===== src/cbz_pkg.sv =====
// ----------------------------------------------------------------------------
// cbz_pkg
// Shared types and defaults for the cubic Bezier segment generator.
// ----------------------------------------------------------------------------
package cbz_pkg;

  // width of every coordinate field on the ports
  localparam int FIELD_BITS = 11;

  // default configuration of the core
  localparam int SEGMENTS_DEF   = 50;
  localparam int COORD_BITS_DEF = 11;

  typedef logic [FIELD_BITS-1:0] coord_t;

  // one curve request: four control points
  typedef struct packed {
    coord_t p0_x;
    coord_t p0_y;
    coord_t p1_x;
    coord_t p1_y;
    coord_t p2_x;
    coord_t p2_y;
    coord_t p3_x;
    coord_t p3_y;
  } req_t;

  // sideband that travels with each curve point through the back end
  typedef struct packed {
    logic valid;
    logic first;  // point at t = 0, opens a curve
    logic last;   // point at t = 1, closes a curve
  } pt_ctl_t;

endpackage


===== src/cbz_seq.sv =====
// ----------------------------------------------------------------------------
// cbz_seq
// Back end sequencer: takes a request from the queue and issues its points
// t = 0 .. SEGMENTS / SEGMENTS, one a cycle while en holds, to the pipeline.
// ----------------------------------------------------------------------------
module cbz_seq #(
  parameter int SEGMENTS = cbz_pkg::SEGMENTS_DEF,
  parameter int KW       = 6
) (
  input  logic             clk,
  input  logic             rst,
  input  logic             en,
  input  logic             head_valid,
  input  cbz_pkg::req_t    head,
  output logic             pop,
  output cbz_pkg::req_t    pts,
  output logic [KW-1:0]    k_out,
  output cbz_pkg::pt_ctl_t ctl
);

  logic          busy;
  logic [KW-1:0] k;
  cbz_pkg::req_t held;
  logic          active;
  cbz_pkg::req_t cur;
  logic [KW-1:0] cur_k;
  logic          done;

  // pick the running request or start the next one right away
  always_comb begin
    active = busy || head_valid;
    cur    = busy ? held : head;
    cur_k  = busy ? k : '0;
    done   = (cur_k == KW'(SEGMENTS));
    pop    = en && !busy && head_valid;
  end

  always_ff @(posedge clk) begin
    if (rst) begin
      busy <= 1'b0;
      ctl  <= '0;
    end else if (en) begin
      ctl.valid <= active;
      ctl.first <= (cur_k == '0);
      ctl.last  <= done;
      if (active) busy <= !done;
    end
  end

  // point index and control points of the issued point
  always_ff @(posedge clk) begin
    if (en && active) begin
      k_out <= cur_k;
      pts   <= cur;
      k     <= cur_k + KW'(1);
      held  <= cur;
    end
  end

endmodule


===== config.mk =====
export PLATFORM = sky130hd
export DESIGN_NAME = cbz_seq
export DESIGN_NICKNAME = d
export VERILOG_FILES = /design/src/cbz_pkg.sv /design/src/cbz_seq.sv
export SDC_FILE = /design/constraint.sdc
export NUM_CORES = 1
export LEC_CHECK = 0
export BUFFER_PORTS_ARGS = -buffer_cell sky130_fd_sc_hd__buf_2
export CORE_UTILIZATION = 40
export CTS_CLUSTER_SIZE = 14
export DETAILED_ROUTE_END_ITERATION = 8
export HOLD_SLACK_MARGIN = 0.08
export PLACE_DENSITY = 0.74
export SYNTH_ARGS = -nofsm -noshare
export SYNTH_HDL_FRONTEND = slang
export SYNTH_SLANG_ARGS = --single-unit

===== constraint.sdc =====
create_clock -name clk -period 6.8 [get_ports clk]
set_input_delay 1.02 -clock clk [delete_from_list [all_inputs] [get_ports clk]]
set_output_delay 1.02 -clock clk [all_outputs]
set_load 0.05 [all_outputs]

### Yosys cells after proc, flatten, opt, wreduce, memory -nomap -nowiden

Index checks and enable logic that the tools add are counted.

| word-level totals | value |
|---|---|
| flip-flop bits (word level) | 104 |
| bits in latches | 0 |
| RAM bits | 0 |
| ROM bits | 0 |
| input port bits | 92 |
| output and inout bits | 98 |
| word-level logic and storage cells | 27 |
| memories kept | 0 |

| cells by class | value |
|---|---|
| add/subtract/negate cells | 1 |
| multiply operators | 0 |
| divide/modulo/power cells | 0 |
| $lt $le $gt $ge | 0 |
| equality and inequality tests | 1 |
| shifts and indexed selects | 0 |
| muxes and demuxes | 1 |
| bitwise logic cells | 1 |
| reductions and logical operators | 9 |

Operators with widths:

| kind | count |
|---|---|
| 6-bit by 1-bit adder with 6-bit output (second input constant) | 1 |
| 6-bit == test (second input constant) | 1 |
| 6-bit logical NOT | 1 |
| 6-bit 2-to-1 mux | 1 |
| 2-bit AND reduction | 2 |
| 1-bit logical AND | 3 |
| 1-bit logical NOT | 2 |
| 1-bit logical OR | 1 |
| 1-bit inverter | 1 |

### Logic depth before layout (Yosys ltp)

| logic depth | value |
|---|---|
| word-level depth | 3 |
| gate-level depth with buffers | 5 |
| mapped depth without buffers | 4 |

### Worst setup path after synthesis

Ideal clock, no wire load.

| path | value |
|---|---|
| kind | input port to flip-flop |
| start point | in en |
| end point | reg held[0] in the netlist's numbering (enable) |
| setup time | 0.536 ns |
| arrival time | 4.864 ns |
| data required time | 6.264 ns |
| setup slack | 1.400 ns |
| cell stages on the path | 3 |
| buffers on the path | 1 |
| cell sequence | buf_6 nand2_1 nor2_1 |

| between the ends | value |
|---|---|
| word-level cells in the longest chain between the ends | 2 |

RTL lines:

| what | line | RTL |
|---|---|---|
| from (decl) | cbz_seq.sv:12 | `input logic en,` |
| 1-bit logical AND | cbz_seq.sv:52 | `if (en && active) begin` |
| 2-bit AND reduction (no source line) | n/a |  |
| to (signal assigned) | cbz_seq.sv:56 | `held <= cur;` |
| to (decl) | cbz_seq.sv:23 | `cbz_pkg::req_t held;` |

Every way passes these cells.
A chain may end at the register's enable or synchronous reset.

### Worst setup path in the final report

| path | value |
|---|---|
| start point | in en |
| end point | out pop |

| between the ends | value |
|---|---|
| word-level cells in the longest chain between the ends | 2 |

RTL lines:

| what | line | RTL |
|---|---|---|
| 1-bit logical AND (2 in a row) | cbz_seq.sv:35 | `pop = en && !busy && head_valid;` |
| to (decl) | cbz_seq.sv:15 | `output logic pop,` |

Every way passes these cells.

==> flow_metrics.py <==
metrics = {
    "power": {
        "vdd_drop_max_mv": 0.104,
        "power.density_mw_per_mm2": 275,
        "total_leakage_power_nw": 1.92,
        "p_total_mw": 1.27,
    },
    "clock_tree": {
        "clockBufferDepth": 2,
        "cts_root_buf": "clkbuf_8",
        "cts_setup_buffers": 0,
        "cts-htree-levels": 3,
        "cts_tree": "built",
        "ctsHoldBuffers": 0,
        "path_clk_slew_ns": 0.09,
        "clock_latency_ns": 0.37,
        "cts-buffers-inserted": 9,
        "cts_resized": 0,
        "clock-sinks": 104,
    },
    "setup_path": {
        "cp-end-kind": "output port",
        "crit_top_cell": "buf_2",
        "cpPeakStageDelay_ns": 0.27,
        "critical_path_required_ns": 5.78,
        "critical_path_buf_inv_count": 2,
        "cpLargestDelayFamily": "buffers and inverters",
        "worst-setup-path-type": "in2out",
        "crit_slowest_cell": "buf_2",
        "arrival_ns": 1.65,
        "crit_fanout": 9,
        "startpoint_type": "input pin",
        "r2r-start": "busy$_SDFFE_PP0P_",
        "worstRegToRegCells": 2,
        "crit_chain": "buf_2 > nand2_1 > nor2_1 > buf_2",
        "r2r_end": "k_out[2]$_DFFE_PP_",
        "reg2reg_slack_ns": 4.87,
    },
    "grt": {
        "met3_usage": 0.0626,
        "grt_use_met2": 0.276,
        "antenna_found_initial": 0,
        "grt_pass1_wl_um": 10300,
        "busiest_layer": "met2",
        "global_route.usage.met1": 0.193,
        "grt_max_degree": 89,
        "grt.overflow.total": 0,
        "groute.usage.overall": 0.168,
        "grt_pass1_vias": 1891,
    },
    "placement": {
        "dpl.hpwl_um": 5440,
        "port_buffers": 189,
        "placed_area_mm2": 0.00441,
        "place_congestion": 0.766,
    },
    "synth": {
        "async_flop_share": 0,
        "synthFlopType": "edfxtp_1",
        "netlist_instances": 145,
        "synthesis.area_mm2": 0.00334,
        "synth_edf_count": 100,
        "seq_area_frac_synth": 0.923,
        "synth_seq_cells": 104,
        "synth_nets": 238,
        "ys_types": 21,
        "synth.avg_cell_area_um2": 23.0,
        "ys_warn_count": 0,
    },
    "timing": {
        "timing.fmax_ghz": 0.374,
        "layout_min_cycle_time_ns": 2.67,
        "tns_ns": 0,
        "rsz0062_at_grt": "false",
        "setup_violations": 0,
        "finalClockSkew_ns": 0.0132,
        "relSlewSlack": 0.281,
        "tightest_slew_ns": 1.08,
        "hold_violations": 0,
        "slew_viol_final": 0,
        "fin_crit_sh": 0.393,
    },
    "cells_and_area": {
        "synthToLayoutAreaGrowth_pct": 37.6,
        "drive_gt1_frac": 0.596,
        "layout.nets": 437,
        "finalInstanceArea_mm2": 0.00460,
        "final_common_cell": "buf_2",
        "most-common-layout-cells": "buf_2 (189), edfxtp_1 (100), clkbuf_8 (9)",
        "diodes": 0,
    },
    "routing": {
        "routed_wl_um": 7310,
        "dr.pass1.iters": 4,
        "drc": 0,
        "wl_per_cell_um": 16.2,
        "ant_nets": 0,
        "vias": 2021,
        "dr.first_iter.drc_count": 116,
        "avgViaCountPerCell": 4.48,
    },
    "run_status": {
        "status": "completed",
    },
    "floorplan": {
        "die_area_mm2": 0.00872,
        "rows": 32,
        "num_io_pins": 190,
        "die_w_um": 93.4,
        "design.core.area_mm2": 0.00789,
        "initial_core_util": 0.424,
        "fp.dieH_um": 93.4,
    },
    "min_path": {
        "hp-class": "reg2reg",
        "hold_path_depth": 2,
        "holdCritStartpoint": "ctl[1]$_SDFFE_PP0P_",
        "worstHoldEndpoint": "ctl[1]$_SDFFE_PP0P_",
    },
    "job": {
        "drv_cap": 0,
    },
}
[final cells by class]
class / instances / area [µm²]
sequential: 104 / 3080
fill: 632 / 3290
clock inverter: 6 / 60.1
inverter: 2 / 7.51
tap: 102 / 128
timing repair buffer: 190 / 953
clock buffer: 10 / 128
multi-input combinational: 37 / 239
[how the worst max path moves through the flow]
| stage | start | endpoint | cells past startpoint |
|---|---|---|---|
| after global routing | en | pop | 4 |
| after CTS | en | pop | 4 |
| after global placement | en | pop | 4 |
| final | en | pop | 4 |
| after detailed placement | en | pop | 4 |
| after floorplan | en | held[0]$_DFFE_PP_ | 3 |
[flip-flops by register name (all words and copies together) (netlist names)]
| signal | cells |
|---|---|
| ctl | 3 |
| k_out | 6 |
| held | 88 |
| k | 6 |
| busy | 1 |
[kinds of logic after synthesis]
logic type | after synthesis | synth area share
XOR/XNOR | 4 | 0.0105
flip-flops | 104 | 0.923
buffers and inverters | 4 | 0.00787
AO/OA/AOI/OAI | 6 | 0.0142
AND/OR/NAND/NOR | 26 | 0.0408
adder cells (fa/ha/maj) | 1 | 0.00374
[routing by layer]
layer	routed length, µm	vias to the layer above
met5	0	-
met4	153	0
met3	661	12
met2	3850	105
met1	2650	947
li1	-	957
[tightest hold or removal path, stage by stage, from the launching register on]
cell and delay (ns):
dfxtp_1 0.32, nand2b_1 0.06, a21oi_1 0.05
[per-stage QoR]
| stage | hold WS (ns) | instances | setup slack, ns | utilization |
|---|---|---|---|---|
| 6_report | 0.475 | 451 | 4.13 | 0.583 |
| 2_1_floorplan | 0.566 | 145 | 1.40 | - |
| 4_1_cts | 0.479 | 451 | 4.13 | 0.583 |
| 3_3_place_gp | 0.459 | 435 | 4.14 | 0.559 |
| 5_1_grt | 0.520 | 451 | 4.07 | 0.583 |
| 3_5_place_dp | 0.459 | 435 | 4.13 | 0.559 |
[where the power goes]
part	leakage [nW]	switching (mW)	internal, mW
Clock	0.0968	0.217	0.144
Sequential	0.968	0.00951	0.736
Combinational	0.859	0.120	0.0388
Total	1.92	0.347	0.918
[cells in the mapped netlist (2+ instances only)]
cell type | number | share of area
nand3_1 | 3 | 0.0045
xnor2_1 | 3 | 0.0079
nor2_1 | 6 | 0.0067
a21oi_1 | 3 | 0.0045
inv_1 | 2 | 0.0022
nand2_1 | 5 | 0.0056
nand4_1 | 2 | 0.0037
dfxtp_1 | 4 | 0.024
nand2b_1 | 2 | 0.0037
and2_1 | 5 | 0.0094
edfxtp_1 | 100 | 0.90
No activity file was read; power rests on OpenSTA's default activity.
