==> src/cbz_pkg.sv <==
// ----------------------------------------------------------------------------
// cbz_pkg
// Shared types and defaults for the cubic Bezier segment generator.
// ----------------------------------------------------------------------------
package cbz_pkg;

  // width of every coordinate field on the ports
  localparam int FIELD_BITS = 11;

  // default configuration of the core
  localparam int SEGMENTS_DEF   = 50;
  localparam int COORD_BITS_DEF = 11;

  typedef logic [FIELD_BITS-1:0] coord_t;

  // one curve request: four control points
  typedef struct packed {
    coord_t p0_x;
    coord_t p0_y;
    coord_t p1_x;
    coord_t p1_y;
    coord_t p2_x;
    coord_t p2_y;
    coord_t p3_x;
    coord_t p3_y;
  } req_t;

  // sideband that travels with each curve point through the back end
  typedef struct packed {
    logic valid;
    logic first;  // point at t = 0, opens a curve
    logic last;   // point at t = 1, closes a curve
  } pt_ctl_t;

endpackage

==> src/cbz_if.sv <==
// ----------------------------------------------------------------------------
// cbz_if
// Valid/ready channels of the segment generator: curve requests in,
// line segments out.
// ----------------------------------------------------------------------------
interface cbz_req_if;
  logic           valid;
  logic           ready;
  cbz_pkg::coord_t p0_x;
  cbz_pkg::coord_t p0_y;
  cbz_pkg::coord_t p1_x;
  cbz_pkg::coord_t p1_y;
  cbz_pkg::coord_t p2_x;
  cbz_pkg::coord_t p2_y;
  cbz_pkg::coord_t p3_x;
  cbz_pkg::coord_t p3_y;

  modport source (
    output valid, p0_x, p0_y, p1_x, p1_y, p2_x, p2_y, p3_x, p3_y,
    input  ready
  );
  modport sink (
    input  valid, p0_x, p0_y, p1_x, p1_y, p2_x, p2_y, p3_x, p3_y,
    output ready
  );
endinterface


==> src/cbz_front.sv <==
// ----------------------------------------------------------------------------
// cbz_front
// Request front end: masks the control coordinates to the working width
// and holds up to two requests for the back end.
// ----------------------------------------------------------------------------
module cbz_front #(
  parameter int CW = cbz_pkg::COORD_BITS_DEF
) (
  input  logic                clk,
  input  logic                rst,
  cbz_req_if.sink             req,
  input  logic                pop,
  output logic                head_valid,
  output cbz_pkg::req_t       head
);

  cbz_pkg::req_t slot [2];
  logic          wp;
  logic          rp;
  logic [1:0]    cnt;
  logic          push;
  cbz_pkg::req_t masked;

  // keep only the low working bits of each coordinate
  localparam cbz_pkg::coord_t MASK = cbz_pkg::FIELD_BITS'((64'd1 << CW) - 64'd1);

  always_comb begin
    masked.p0_x = req.p0_x & MASK;
    masked.p0_y = req.p0_y & MASK;
    masked.p1_x = req.p1_x & MASK;
    masked.p1_y = req.p1_y & MASK;
    masked.p2_x = req.p2_x & MASK;
    masked.p2_y = req.p2_y & MASK;
    masked.p3_x = req.p3_x & MASK;
    masked.p3_y = req.p3_y & MASK;
  end

  // two-entry queue handshake
  assign req.ready  = (cnt != 2'd2);
  assign push       = req.valid && req.ready;
  assign head_valid = (cnt != 2'd0);
  assign head       = slot[rp];

  always_ff @(posedge clk) begin
    if (rst) begin
      wp  <= 1'b0;
      rp  <= 1'b0;
      cnt <= 2'd0;
    end else begin
      if (push) wp <= ~wp;
      if (pop)  rp <= ~rp;
      cnt <= cnt + {1'b0, push} - {1'b0, pop};
    end
  end

  // queue storage
  always_ff @(posedge clk) begin
    if (push) slot[wp] <= masked;
  end

endmodule

==> src/flat_wrapper.sv <==
// flat-port wrapper written by rule: the top's interface ports become plain ports
module cbz_front_flat 
#(
  parameter int CW = cbz_pkg::COORD_BITS_DEF
)
  (clk, rst, pop, head_valid, head, req_valid, req_p0_x, req_p0_y, req_p1_x, req_p1_y, req_p2_x, req_p2_y, req_p3_x, req_p3_y, req_ready);
  cbz_req_if req_i ();
  input  logic clk;
  input  logic rst;
  input  logic pop;
  output logic head_valid;
  output cbz_pkg::req_t head;
  input wire logic [$bits(req_i.valid)-1:0] req_valid;
  input wire logic [$bits(req_i.p0_x)-1:0] req_p0_x;
  input wire logic [$bits(req_i.p0_y)-1:0] req_p0_y;
  input wire logic [$bits(req_i.p1_x)-1:0] req_p1_x;
  input wire logic [$bits(req_i.p1_y)-1:0] req_p1_y;
  input wire logic [$bits(req_i.p2_x)-1:0] req_p2_x;
  input wire logic [$bits(req_i.p2_y)-1:0] req_p2_y;
  input wire logic [$bits(req_i.p3_x)-1:0] req_p3_x;
  input wire logic [$bits(req_i.p3_y)-1:0] req_p3_y;
  output wire logic [$bits(req_i.ready)-1:0] req_ready;
  assign req_i.valid = req_valid;
  assign req_i.p0_x = req_p0_x;
  assign req_i.p0_y = req_p0_y;
  assign req_i.p1_x = req_p1_x;
  assign req_i.p1_y = req_p1_y;
  assign req_i.p2_x = req_p2_x;
  assign req_i.p2_y = req_p2_y;
  assign req_i.p3_x = req_p3_x;
  assign req_i.p3_y = req_p3_y;
  assign req_ready = req_i.ready;
  cbz_front #(.CW(CW)) u_core (.clk(clk), .rst(rst), .req(req_i), .pop(pop), .head_valid(head_valid), .head(head));
endmodule
==> config.mk <==
export PLATFORM = sky130hd
export DESIGN_NAME = cbz_front_flat
export DESIGN_NICKNAME = d
export VERILOG_FILES = /design/src/cbz_pkg.sv /design/src/cbz_if.sv /design/src/cbz_front.sv /design/src/flat_wrapper.sv
export SDC_FILE = /design/constraint.sdc
export NUM_CORES = 1
export LEC_CHECK = 0
export CORE_ASPECT_RATIO = 1.4
export CORE_MARGIN = 2
export CORE_UTILIZATION = 42
export DETAILED_ROUTE_END_ITERATION = 16
export DONT_BUFFER_PORTS = 1
export PLACE_DENSITY = 0.61
export SLEW_MARGIN = 10
export SYNTH_ARGS = -nofsm -noshare
export SYNTH_HDL_FRONTEND = slang
export SYNTH_SLANG_ARGS = --single-unit
==> constraint.sdc <==
create_clock -name clk -period 8.5 [get_ports clk]
set_input_delay 0.85 -clock clk [delete_from_list [all_inputs] [get_ports clk]]
set_output_delay 0.85 -clock clk [all_outputs]
set_load 0.02 [all_outputs]
==> Yosys cells after proc, flatten, opt, wreduce, memory -nomap -nowiden <==
Memories as Yosys holds them, arrays and structs flattened. A register that Yosys moved wholly into a read port is not among the register bits.
Index checks and enable logic that the tools add are counted.
{ "totals": {"inputBits": 92, "ram_bits": 176, "memories": 1, "register_bits": 4} }
{ "classes": {"n_eq_ne": 1, "bitwise_logic": 2, "reduce_logical": 2, "mux": 4, "n_addsub": 2} }
{ "memory_table": {"columns": ["name", "depth", "width", "rd", "rd_clocked_by_memory_dff", "wr", "line_no", "rtl"], "rows": [
  ["u_core.slot", 2, 88, 1, 1, 1, "cbz_front.sv:17", "cbz_pkg::req_t slot [2];"]
]} }
{ "ops": {"columns": ["operator", "count"], "rows": [
  ["2-to-1 mux 1 bit", 4],
  ["adder 2 x 1 -> 2 bit", 1],
  ["inequality test 2 bit (second input constant)", 1],
  ["inverter 1 bit", 2],
  ["nonzero test 2 bit", 1],
  ["subtractor 2 x 1 -> 2 bit", 1],
  ["logical AND 1 bit", 1]
]} }

==> Depth between registers and ports, before layout <==
{ "depth": {"ltp_word": 4, "depth_mapped": 5, "depth_no_buf": 5} }

==> Worst setup path after synthesis <==
No wires, ideal clock.
{ "synth_timing": {"kind": "input to register", "startpoint": "input port req_valid", "endpoint": "memory u_core.slot[1][0] (netlist name), enable pin", "path_buffers": 0, "arrival_time_ns": 2.945, "path_stages": 1, "path_slack_ns": 5.098, "setup_time_ns": 0.457, "path_cell_list": "and3_1"} }
{ "synth_between": {"elab_chain_len": 3} }
{ "synth_lines": {"columns": ["item", "line_no", "rtl"], "rows": [
  ["from (decl)", "flat_wrapper.sv:13", "input wire logic [$bits(req_i.valid)-1:0] req_valid;"],
  ["logical AND 1 bit", "cbz_front.sv:40", "assign push = req.valid && req.ready;"],
  ["2-to-1 mux 1 bit", "cbz_front.sv:58", "if (push) slot[wp] <= masked;"],
  ["2-to-1 mux 1 bit (implied by the code)", "cbz_front.sv:58", null],
  ["to (decl)", "cbz_front.sv:17", null]
]} }
No other way between the ends.

==> results_dict.tcl <==
set metrics [dict create \
    status "complete, no violations" \
    start_util_pct 42.9 \
    core_area_mm2 0.0155 \
    synth_edf_count 176 \
    n_antenna_cell 0 \
    grtUsageTotal_pct 13.0 \
    path_cells "buf_4, mux2_2" \
    via_per_inst 5.15 \
    max_clock_freq_ghz 0.316 \
    crit_buf_inv 1 \
    path_clk_slew_ps 70 \
    synth.most_common_cell "edfxtp_1" \
    clockBufferDepth 2 \
    post_layout_nonfiller_instances 521 \
    port-buffer-count 0 \
    root_buffer "clkbuf_16" \
    drt_wl_total_mm 10.9 \
    syn_area_mm2 0.00666 \
    postRouteAntennaNets 0 \
    drt_pass1_iterations 4 \
    critPathMaxFanout 75 \
    die_x_um 110 \
    syn-instance-count 300 \
    grt_max_degree 89 \
    hp-class "in -> reg" \
    num_rows 54 \
    fin_crit_sh_pct 37.3 \
    antenna_found_initial 1 \
    yosysSeqAreaShare_pct 80.8 \
    insertion_delay_ps 410 \
    rsz0062_at_grt "no" \
    place_area_mm2 0.00687 \
    cts_tree "done" \
    cts.repair.resized 0 \
    drt_iter0_markers 92 \
    ys_warn_count 0 \
    finalSetupViolations 0 \
    path_delay_family "buffers and inverters" \
    yosys-top-cells-count "edfxtp_1 (176), mux2_2 (69), mux2_4 (20), buf_2 (6), dfxtp_1 (5)" \
    drive_above_1_share_pct 38.8 \
    place.gp.congestion 0.715 \
    ys_types 22 \
    postCtsHoldBufs 0 \
    final_max_slew_viol_count 0 \
    ir_drop_mv 0.116 \
    yosys.area.top_type "edfxtp_1" \
    die_area_mm2 0.0169 \
    num-nets-final 405 \
    routedWlPerCell_um 21.0 \
    route.vias.total 2684 \
    period_minus_slack_ps 3170 \
    ys_ff_latch 181 \
    synth_nets 393 \
    design_area_mm2 0.00747 \
    arrival_ps 2320 \
    yosysTopAreaCellShare_pct 79.3 \
    p_leak_nw 2.45 \
    drc 0 \
    crit_type "reg -> out" \
    slew-limit-headroom_pct 21.8 \
    synthFlopType "edfxtp_1" \
    numClockSinks 181 \
    tightest_slew_ps 1170 \
    grt_remaining_overflow 0 \
    tns_ps 0 \
    synth_area_leaders "edfxtp_1 (79%), mux2_2 (12%), mux2_4 (4.5%), dfxtp_1 (1.5%), buf_6 (0.68%)" \
    cp-start-kind "flip-flop" \
    syn2layout_area_growth_pct 12.1 \
    grt_pass1_wl_mm 16.5 \
    ctsHtreeMaxLevel 4 \
    critical_path_required_ps 7650 \
    dieHeight_um 153 \
    numCtsBuffers 17 \
    clock-skew-final_ps 7.80 \
    syn_avg_cell_area_um2 22.2 \
    p_per_area_mw_per_mm2 281 \
    worst_path_max_delay_cell "buf_4" \
    post-cts-setup-buffers 0 \
    grt_pass1_vias 2931 \
    finalHoldViolations 0 \
    ys_async_sr_fraction_pct 0 \
    cp-end-kind "primary output" \
    max-cap-violations 0 \
    dp.cells 489 \
    ioPinCount 182 \
    post-dp-hpwl_mm 7.01 \
    cpPeakStageDelay_ps 790 \
]
==> metrics by stage <==
| stage | util, % | setup WS [ps] | power (mW) | hold WS (ps) |
|---|---|---|---|---|
| finish | 48.1 | 5330 | 2.10 | 501 |
| global placement | 44.2 | 5770 | 1.32 | 498 |
| global route | 48.1 | 5190 | 2.18 | 481 |
| floorplan | - | 5100 | 1.30 | 480 |
| detailed placement | 44.2 | 5750 | 1.33 | 540 |
| CTS | 48.1 | 5300 | 2.13 | 485 |
==> power by group <==
group	total [mW]	internal (mW)	switching (mW)
combinational	0.223	0.0715	0.152
clock	0.793	0.469	0.325
sequential	1.08	1.06	0.0181
total	2.10	1.60	0.495
==> flip-flops by register name, summed over array words and instances, names as in the netlist, named ones only <==
| signal | cells |
|---|---|
| u_core.cnt | 2 |
| u_core.rp | 1 |
| u_core.slot | 176 |
| u_core.wp | 1 |
==> final timing paths <==
path	from	endpoint	slack (ps)	depth (start not counted)
max	flip-flop	head[87]	5330	2
min	rst	u_core.wp	500	1
max reg2reg	u_core.cnt[0]	u_core.slot[0][29]	5990	4
min reg2reg	u_core.rp	u_core.rp	540	2
==> metal layers <==
metal  global-route usage (%)  share of wire (%)  routed length [µm]
met1                     12.4                 34                3700
met2                     23.2                 55                6030
met3                     6.03                8.4                 924
met4                     6.43                2.6                 286
met5                        0                  0                   0
==> final cells by class <==
cell class              instances  area (µm²)
fillers                      1321        8070
flip-flops and latches        181        5390
multi-input cells             107        1200
clock buffers                  19         433
well taps                     196         245
clock inverters                13         171
repair buffers                  3        22.5
inverters                       2        8.76
==> kinds of logic (layout without fill, tap and decap cells) <==
kind of cell    Yosys count  in the layout  synth area share, %
mux                      90             90                 16.3
xor+xnor                  1              1                0.131
fa+ha+maj                 1              1                0.188
buf+inv                  12             37                 1.24
flops                   181            181                 80.8
compound gates            4              4                0.413
simple gates             11             11                0.901
==> cells in the final DEF, fill, tap and decap left out, types with 2 or more instances in the layout <==
cell        count
mux2_4         20
mux2_2         69
inv_8           2
clkinv_2        2
clkinv_4        2
clkinvlp_4      2
edfxtp_1      176
clkbuf_16      17
bufinv_16       3
dfxtp_1         4
inv_6           2
a21oi_1         2
clkbuf_1        2
buf_4           3
nor2_1          3
Note: power is estimated with default switching activity, not from simulation.
