==> config.mk <==
export PLATFORM = sky130hd
export DESIGN_NAME = cbz_seg_out_flat
export DESIGN_NICKNAME = d
export VERILOG_FILES = /design/src/cbz_pkg.sv /design/src/cbz_if.sv /design/src/cbz_seg_out.sv /design/src/flat_wrapper.sv
export SDC_FILE = /design/constraint.sdc
export NUM_CORES = 1
export LEC_CHECK = 0
export BUFFER_PORTS_ARGS = -buffer_cell sky130_fd_sc_hd__buf_2
export CAP_MARGIN = 40
export CELL_PAD_IN_SITES_DETAIL_PLACEMENT = 1
export CELL_PAD_IN_SITES_GLOBAL_PLACEMENT = 2
export CORE_MARGIN = 4
export CORE_UTILIZATION = 35
export DETAILED_ROUTE_END_ITERATION = 12
export PLACE_DENSITY_LB_ADDON = 0.1
export SYNTH_ARGS = -nofsm -noshare
export SYNTH_HDL_FRONTEND = slang
export SYNTH_SLANG_ARGS = --single-unit
==> constraint.sdc <==
create_clock -name clk -period 2.1 [get_ports clk]
set_input_delay 0.105 -clock clk [delete_from_list [all_inputs] [get_ports clk]]
set_output_delay 0.105 -clock clk [all_outputs]
set_load 0.02 [all_outputs]
==> src/cbz_pkg.sv <==
// ----------------------------------------------------------------------------
// cbz_pkg
// Shared types and defaults for the cubic Bezier segment generator.
// ----------------------------------------------------------------------------
package cbz_pkg;

  // width of every coordinate field on the ports
  localparam int FIELD_BITS = 11;

  // default configuration of the core
  localparam int SEGMENTS_DEF   = 50;
  localparam int COORD_BITS_DEF = 11;

  typedef logic [FIELD_BITS-1:0] coord_t;

  // one curve request: four control points
  typedef struct packed {
    coord_t p0_x;
    coord_t p0_y;
    coord_t p1_x;
    coord_t p1_y;
    coord_t p2_x;
    coord_t p2_y;
    coord_t p3_x;
    coord_t p3_y;
  } req_t;

  // sideband that travels with each curve point through the back end
  typedef struct packed {
    logic valid;
    logic first;  // point at t = 0, opens a curve
    logic last;   // point at t = 1, closes a curve
  } pt_ctl_t;

endpackage

==> src/cbz_if.sv <==


interface cbz_seg_if;
  logic            valid;
  logic            ready;
  cbz_pkg::coord_t start_x;
  cbz_pkg::coord_t start_y;
  cbz_pkg::coord_t end_x;
  cbz_pkg::coord_t end_y;
  logic            last_segment;

  modport source (
    output valid, start_x, start_y, end_x, end_y, last_segment,
    input  ready
  );
  modport sink (
    input  valid, start_x, start_y, end_x, end_y, last_segment,
    output ready
  );
endinterface

==> src/cbz_seg_out.sv <==
// ----------------------------------------------------------------------------
// cbz_seg_out
// Segment builder: pairs each curve point with the one before it and
// holds the finished segment in the output register.
// ----------------------------------------------------------------------------
module cbz_seg_out #(
  parameter int CW = cbz_pkg::COORD_BITS_DEF
) (
  input  logic             clk,
  input  logic             rst,
  input  cbz_pkg::pt_ctl_t ctl_in,
  input  logic [CW-1:0]    x_in,
  input  logic [CW-1:0]    y_in,
  output logic             en,
  cbz_seg_if.source        seg
);

  logic [CW-1:0] prev_x;
  logic [CW-1:0] prev_y;
  logic          emit;

  // the whole back end advances whenever the output register can take data
  assign en   = !seg.valid || seg.ready;
  assign emit = ctl_in.valid && !ctl_in.first;

  always_ff @(posedge clk) begin
    if (rst) begin
      seg.valid <= 1'b0;
    end else if (en) begin
      seg.valid <= emit;
    end
  end

  // segment payload and running start point
  always_ff @(posedge clk) begin
    if (en && ctl_in.valid) begin
      prev_x <= x_in;
      prev_y <= y_in;
    end
    if (en && emit) begin
      seg.start_x      <= cbz_pkg::FIELD_BITS'(prev_x);
      seg.start_y      <= cbz_pkg::FIELD_BITS'(prev_y);
      seg.end_x        <= cbz_pkg::FIELD_BITS'(x_in);
      seg.end_y        <= cbz_pkg::FIELD_BITS'(y_in);
      seg.last_segment <= ctl_in.last;
    end
  end

endmodule

==> src/flat_wrapper.sv <==
// flat-port wrapper written by rule: the top's interface ports become plain ports
module cbz_seg_out_flat 
#(
  parameter int CW = cbz_pkg::COORD_BITS_DEF
)
  (clk, rst, ctl_in, x_in, y_in, en, seg_valid, seg_start_x, seg_start_y, seg_end_x, seg_end_y, seg_last_segment, seg_ready);
  cbz_seg_if seg_i ();
  input  logic clk;
  input  logic rst;
  input  cbz_pkg::pt_ctl_t ctl_in;
  input  logic [CW-1:0] x_in;
  input  logic [CW-1:0] y_in;
  output logic en;
  output wire logic [$bits(seg_i.valid)-1:0] seg_valid;
  output wire logic [$bits(seg_i.start_x)-1:0] seg_start_x;
  output wire logic [$bits(seg_i.start_y)-1:0] seg_start_y;
  output wire logic [$bits(seg_i.end_x)-1:0] seg_end_x;
  output wire logic [$bits(seg_i.end_y)-1:0] seg_end_y;
  output wire logic [$bits(seg_i.last_segment)-1:0] seg_last_segment;
  input wire logic [$bits(seg_i.ready)-1:0] seg_ready;
  assign seg_valid = seg_i.valid;
  assign seg_start_x = seg_i.start_x;
  assign seg_start_y = seg_i.start_y;
  assign seg_end_x = seg_i.end_x;
  assign seg_end_y = seg_i.end_y;
  assign seg_last_segment = seg_i.last_segment;
  assign seg_i.ready = seg_ready;
  cbz_seg_out #(.CW(CW)) u_core (.clk(clk), .rst(rst), .ctl_in(ctl_in), .x_in(x_in), .y_in(y_in), .en(en), .seg(seg_i));
endmodule
Word level (Yosys, flattened, before mapping)
Index checks and enable logic that the tools add are counted.

Reduce and logical (&&, ||, !) cells: 6.

Operators by type and width (count): 1-bit logical AND (3); 1-bit zero test (2); 1-bit logical OR (1).

Word-level logic and storage cells: 14. Input bits: 28. Register bits: 68. Output and inout bits: 47.

Depth between registers and ports, before layout
Gate-level depths: netlist of the first run.

Depth in word-level cells: 3. Mapped depth: 2. Depth with buffers taken out: 2.

Worst setup path before layout of the first run
No wires, ideal clock.

Path kind: flip-flop to flip-flop. Start point: register u_core.seg.valid. End point: register u_core.seg.end_x[0], enable pin. Data arrival time: 1.295 ns. Library setup time: 0.387 ns. Stages on the path, launching flop included: 3. Path slack: 0.417 ns. Period minus slack after synthesis: 1.683 ns. Buffers on the path: 0. Path through: dfxtp_1 > nand2b_4 > nor2b_4.

Cells in the longest elaborated chain, start to end: 3.

Ends and longest elaborated chain: start, declared (RTL line cbz_if.sv:13) `output valid, start_x, start_y, end_x, end_y, last_segment,`; start signal, assigned (RTL line cbz_seg_out.sv:30) `seg.valid <= emit;`; 1-bit zero test (RTL line cbz_seg_out.sv:23) `assign en = !seg.valid || seg.ready;`; 1-bit logical OR (RTL line cbz_seg_out.sv:23); net en (RTL line flat_wrapper.sv:13) `output logic en;`; 1-bit logical AND (RTL line cbz_seg_out.sv:40) `if (en && emit) begin`; end signal, assigned (RTL line cbz_seg_out.sv:43) `seg.end_x <= cbz_pkg::FIELD_BITS'(x_in);`; end, declared (RTL line cbz_if.sv:13).

The timed path passes the listed nets, and every way through them passes these cells. A chain may end at the register's enable or synchronous reset.

Worst setup path after layout of the first run
Start point: register u_core.seg.valid. End point: register u_core.seg.start_y[4], enable pin.

Cells in the longest elaborated chain, start to end: 3.

Ends and longest elaborated chain: 1-bit zero test (RTL line cbz_seg_out.sv:23); 1-bit logical OR (RTL line cbz_seg_out.sv:23); 1-bit logical AND (RTL line cbz_seg_out.sv:40); end signal, assigned (RTL line cbz_seg_out.sv:42) `seg.start_y <= cbz_pkg::FIELD_BITS'(prev_y);`; end, declared (RTL line cbz_if.sv:13).

No other way between the ends.

==> flow_summary_export.csv, run 1 <==
group,metric,value,unit
sta,drv_slew,0,
routing,post_drt_wl_per_cell,14.9,um
critical_path,path_class,"reg -> reg",
pwr,power.internal,2190,uW
clocking,htree_levels,3,
clocking,cts_root_buf,"clkbuf_8",
clocking,path_clk_slew,0.06,ns
cells_and_area,nets,212,
pwr,power.leakage,0.00117,uW
placement,portBuffers,74,
routing,wl,3880,um
clocking,cts_num_sinks,68,
cells_and_area,antenna_cells,0,
clocking,ctsHoldBuffers,24,
placement,placed_area,0.00257,sq mm
critical_path,crit_path_top_delay_cell,"dfxtp_1",
routing,vias_per_cell,4.18,
critical_path,crit_path_cell_trace,"nand2b_4 > nor2b_4 > buf_4",
pwr,clkPwrFrac,35.5,%
routing,drtPass1Iterations,4,
routing,drt-initial-drc-count,64,
routing,antenna_left,0,
placement,gp_congestion,0.740,
floorplanning,die-area,0.00727,sq mm
clocking,clockBufferDepth,2,
yosys,synth_area,0.00209,sq mm
critical_path,start_kind,"flip-flop",
floorplanning,die_y,85.3,um
yosys,synthTopCellsByArea,"edfxtp_1, nand2b_4, dfxtp_1",
critical_path,critPathRequiredTime,2.09,ns
cells_and_area,area_delta_synth_final,43.0,%
sta,totalNegativeSetupSlack,0,ns
floorplanning,rows,27,
yosys,ys_types,6,
yosys,yosysWarnings,0,
sta,min_period,1.21,ns
critical_path,worstPathMaxFanout,25,
yosys,yosysTopAreaCell,"edfxtp_1",
routing,vias,1092,
yosys,synth_nets,101,
clocking,cts_resized,0,
critical_path,critPathTopFamily,"flip-flops",
sta,skew,0.00640,ns
pwr,ir_drop,0.000389,V
yosys,synth_cells,73,
pwr,switchingPower,566,uW
floorplanning,ios,75,
job,maxCapViolations,0,
global_route,grt_pass1_wl,6190,um
global_route,grt_util_all_layers,11.5,%
yosys,ys_seq_area_share,97.2,%
clocking,insertion_delay,0.32,ns
sta,max-slew-margin-rel,78.1,%
sta,rsz0062_at_grt,"no",
critical_path,critPathCaptureType,"flip-flop",
pwr,p_seq_share,57.5,%
outcome,outcome,"finished, final reports clean",
pwr,p_per_area,923,mW/mm^2
yosys,yosysTopAreaCellShare,96.2,%
clocking,cts_made_buffers,9,
min_path,min_path_type,"in -> reg",
sta,hold_viol_final,0,
cells_and_area,finalInstanceArea,0.00299,sq mm
placement,detailed_place_hpwl,2620,um
sta,tightest_slew,0.328,ns
critical_path,crit_buf_inv,1,
sta,period_share,57.7,%
global_route,first_global_vias,1212,
global_route,antenna_found_initial,0,
routing,drc,0,
floorplanning,design.core.area,0.00564,sq mm
critical_path,critPathMaxStageDelay,0.33,ns
clocking,post-cts-setup-buffers,0,
global_route,grt_overflow_total,0,
pwr,p_comb_share,7.0,%
global_route,grt_max_degree,26,
sta,fmax,825,MHz
floorplanning,die_w,85.3,um
pwr,swShare,20.5,%
sta,finalSetupViolCount,0,
yosys,ys_seq_elements,68,
floorplanning,initial_utilization,37.1,%
yosys,avgSynthCellArea,28.6,sq um
clocking,cts_tree,"done",
cells_and_area,drive_gt1_share,50.3,%
critical_path,worstPathArrival,1.20,ns
==> Yosys cell counts, drive strengths merged <==
cell    number
a21oi        1
nor2b        1
edfxtp      67
nand2b       2
dfxtp        1
and2         1
==> cells by family after synthesis <==
family	after synthesis	share of synthesized area, %
and+or+nand+nor	4	2.39
AOI/OAI and AO/OA	1	0.419
DFF	68	97.2
==> cells in the final DEF (no fill, tap or decap) <==
cell type	synthesis	final
clkbuf_8	0	9
nor2b_4	1	1
a21oi_2	1	1
clkbuf_1	0	2
dlygate4sd3_1	0	24
clkinv_2	0	3
edfxtp_1	67	67
nand2b_4	2	2
and2_4	1	1
bufinv_16	0	1
dfxtp_1	1	1
clkinvlp_4	0	1
buf_2	0	74
buf_4	0	2
==> layout make-up <==
class	instances	area, sq um
clock inverters	5	52.6
clock buffers	11	131
repair buffers	100	626
multi-input cells	5	58.8
fillers	536	2650
flip-flops and latches	68	2030
well taps	72	90.1
==> tightest hold or removal path, delay by kind of cell <==
| kind | cells | cell delay [ns] |
|---|---|---|
| simple gates | 1 | 0.13 |
| buf+inv | 1 | 0.08 |
| compound gates | 1 | 0.05 |
==> stage by stage <==
| stage | setup slack (ns) | total power [uW] | hold WS (ns) | cells | utilization (%) |
|---|---|---|---|---|---|
| 2_1_floorplan | 0.417 | 1690 | 0.167 | 73 | - |
| 3_3_place_gp | 0.911 | 1770 | 0.268 | 221 | 45.5 |
| 3_5_place_dp | 0.880 | 1780 | 0.273 | 221 | 45.5 |
| 4_1_cts | 0.864 | 2800 | 0.0626 | 261 | 53.0 |
| 5_1_grt | 0.818 | 2900 | 0.0679 | 261 | 53.0 |
| 6_report | 0.889 | 2760 | 0.0790 | 261 | 53.0 |
==> power by group through the flow <==
| stage | Clock, uW | Sequential, uW | Combinational (uW) |
|---|---|---|---|
| after floorplan | 0 | 1660 | 29.6 |
| after detailed placement | 0 | 1620 | 162 |
| after global placement | 0 | 1610 | 157 |
| after CTS | 1020 | 1590 | 197 |
| after global routing | 1100 | 1590 | 208 |
| final | 980 | 1590 | 192 |
==> worst paths after layout <==
| kind | start | end | slack [ns] | cells after the start |
|---|---|---|---|---|
| max | u_core.seg.valid | u_core.seg.start_y[4] | 0.89 | 3 |
| min | seg_ready | u_core.seg.valid | 0.08 | 3 |
| max reg2reg | u_core.seg.valid | u_core.seg.start_y[4] | 0.89 | 3 |
| min reg2reg | u_core.prev_x[0] | u_core.seg.start_x[0] | 0.42 | 0 |
==> metal layers <==
layer  vias to the layer above  wire length (um)  share of wire, %  global-route usage (%)
li1                        513                 -                 -                       -
met1                       520              1510                39                    13.8
met2                        53              2000                52                    18.0
met3                         6               320               8.3                    4.08
met4                         0                44               1.1                    6.47
met5                         -                 0                 0                       0
==> flip-flops by register name (all words and copies together) (netlist names) <==
register / cells
u_core.prev_x: 11
u_core.prev_y: 11
u_core.seg.end_x: 11
u_core.seg.end_y: 11
u_core.seg.last_segment: 1
u_core.seg.start_x: 11
u_core.seg.start_y: 11
u_core.seg.valid: 1
No activity file was read; power rests on OpenSTA's default activity.
==> inputs of run 2 (changes only) <==
- clock period: 2.1 -> 1.2 ns (I/O delays scaled with it)
==> run 2 against run 1 <==
Effect of this change: critical path depth unchanged; first-iteration DRC count grew 22%; sequential power grew 74%; cell count unchanged; die area unchanged; design area rose by 2.5%; clock power rose by 120%; global-route usage grew 0.35 points; routed wire length rose by 2.2%; core utilization increased by 1.3 points; largest cell class unchanged.
==> flow_summary_export.csv, run 2 (synthesis gave the netlist of run 1 again) <==
group,metric,value,unit
outcome,outcome,"finished, final reports clean",
floorplanning,initial_utilization,37.1,%
sta,drv_slew,0,
placement,detailed_place_hpwl,2670,um
global_route,first_global_vias,1249,
sta,min_period,1.12,ns
sta,totalNegativeSetupSlack,0,ns
critical_path,rr_worst_depth,3,
critical_path,crit_buf_inv,1,
routing,vias,1104,
sta,max-slew-margin-rel,80.3,%
routing,post_drt_wl_per_cell,15.2,um
floorplanning,die_w,85.3,um
floorplanning,die_y,85.3,um
floorplanning,die-area,0.00727,sq mm
sta,fmax,892,MHz
clocking,cts_tree,"done",
min_path,min_path_type,"in -> reg",
clocking,cts_made_buffers,9,
critical_path,critPathCapture,"u_core.seg.end_x[8]",
routing,wl,3960,um
sta,skew,0.00508,ns
floorplanning,design.core.area,0.00564,sq mm
floorplanning,rows,27,
critical_path,path_class,"reg -> reg",
global_route,grt_max_degree,24,
critical_path,crit_path_top_delay_cell,"dfxtp_4",
min_path,hp-start,"seg_ready",
cells_and_area,area_delta_synth_final,46.6,%
sta,hold_viol_final,0,
critical_path,critPathTopFamily,"flip-flops",
placement,placed_area,0.00259,sq mm
critical_path,critPathRequiredTime,1.23,ns
global_route,grt_util_all_layers,11.9,%
sta,period_share,93.4,%
critical_path,start_kind,"flip-flop",
critical_path,timing.rr.end,"u_core.seg.end_x[8]",
sta,finalSetupViolCount,0,
cells_and_area,layout_common_cells,"buf_2, edfxtp_1, dlygate4sd3_1, clkbuf_8, bufinv_16",
cells_and_area,drive_gt1_share,50.3,%
routing,drtPass1Iterations,4,
critical_path,cp.depth,3,
placement,portBuffers,74,
routing,drt-initial-drc-count,78,
critical_path,r2r_start,"u_core.seg.valid",
floorplanning,ios,75,
global_route,grt_pass1_wl,6310,um
critical_path,worstPathArrival,1.15,ns
cells_and_area,num-fill-cells,521,
clocking,path_clk_slew,0.07,ns
routing,drc,0,
placement,gp_congestion,0.739,
clocking,cts_num_sinks,68,
cells_and_area,nets,212,
min_path,holdPathStages,3,
pwr,ir_drop,0.000780,V
critical_path,worstPathMaxFanout,22,
sta,tightest_slew,0.295,ns
pwr,power.leakage,0.00120,uW
critical_path,critPathMaxStageDelay,0.35,ns
global_route,antenna_found_initial,0,
clocking,insertion_delay,0.32,ns
clocking,htree_levels,3,
global_route,grt_overflow_total,0,
cells_and_area,finalInstanceArea,0.00307,sq mm
job,maxCapViolations,0,
cells_and_area,mostFrequentLayoutCell,"buf_2",
critical_path,crit_path_cell_trace,"nand2b_4 > nor2b_4 > buf_12",
cells_and_area,antenna_cells,0,
clocking,clockBufferDepth,2,
critical_path,critPathCaptureType,"flip-flop",
routing,vias_per_cell,4.23,
pwr,p_per_area,1720,mW/mm^2
routing,antenna_left,0,
clocking,cts_root_buf,"clkbuf_8",
critical_path,r2r_setup_slack,0.08,ns
critical_path,crit_start,"u_core.seg.valid",
sta,rsz0062_at_grt,"no",
## run 2: cell count changes in the layout (fill, tap and decap cells not counted), sizes merged
cell      delta
clkinvlp     -1
clkbuf       -1
bufinv       +2
## run 2: what timing repair did
action | 4_1_cts | 5_1_grt
resized for setup | 0 | 0
endpoints found under the hold margin | 46 | 0
hold buffers | 24 | 0
buffers inserted | 0 | 0
## run 2: final cells by class
cell class | count | area [sq um] | area share [%]
Timing Repair Buffer | 100 | 651 | 21.2
Clock inverter | 6 | 103 | 3.35
Clock buffer | 10 | 128 | 4.16
Tap cell | 72 | 90.1 | 2.94
Multi-Input combinational cell | 5 | 58.8 | 1.92
Sequential cell | 68 | 2040 | 66.4
## run 2: worst min-delay path by stage
stage / end / slack, ns
2_1_floorplan: u_core.seg.valid / 0.11
3_3_place_gp: u_core.seg.valid / 0.22
3_5_place_dp: u_core.seg.valid / 0.23
4_1_cts: u_core.seg.valid / 0.01
5_1_grt: u_core.seg.valid / 0.02
6_report: u_core.seg.valid / 0.03
## run 2: metrics by stage
step                      cells  setup WS [ns]  total power [uW]  hold WS (ns)  utilization, %
after floorplan              73         -0.429              2960         0.113               -
after global placement      221         0.0921              3110         0.217            46.0
after detailed placement    221         0.0769              3120         0.230            46.0
after CTS                   261         0.0665              5350        0.0124            54.3
after global routing        261         0.0377              5480        0.0223            54.3
final                       261         0.0788              5270        0.0278            54.3
## run 2: power breakdown
group / total (uW) / internal [uW] / switching (uW)
Sequential: 2770 / 2750 / 28.8
Combinational: 349 / 150 / 198
Clock: 2150 / 1360 / 782
## run 2: layer usage
metal  wire length [um]  track usage [%]  vias to the layer above
met5                  0                0                        -
li1                   -                -                      516
met4                 69             7.34                        0
met2               2080             20.2                       49
met3                280             3.69                        6
met1               1530             12.8                      533
## run 2: worst reg2reg max path, stage by stage (launching register included)
cell and delay, ns:
dfxtp_4 0.35, nand2b_4 0.08, nor2b_4 0.20, buf_12 0.19
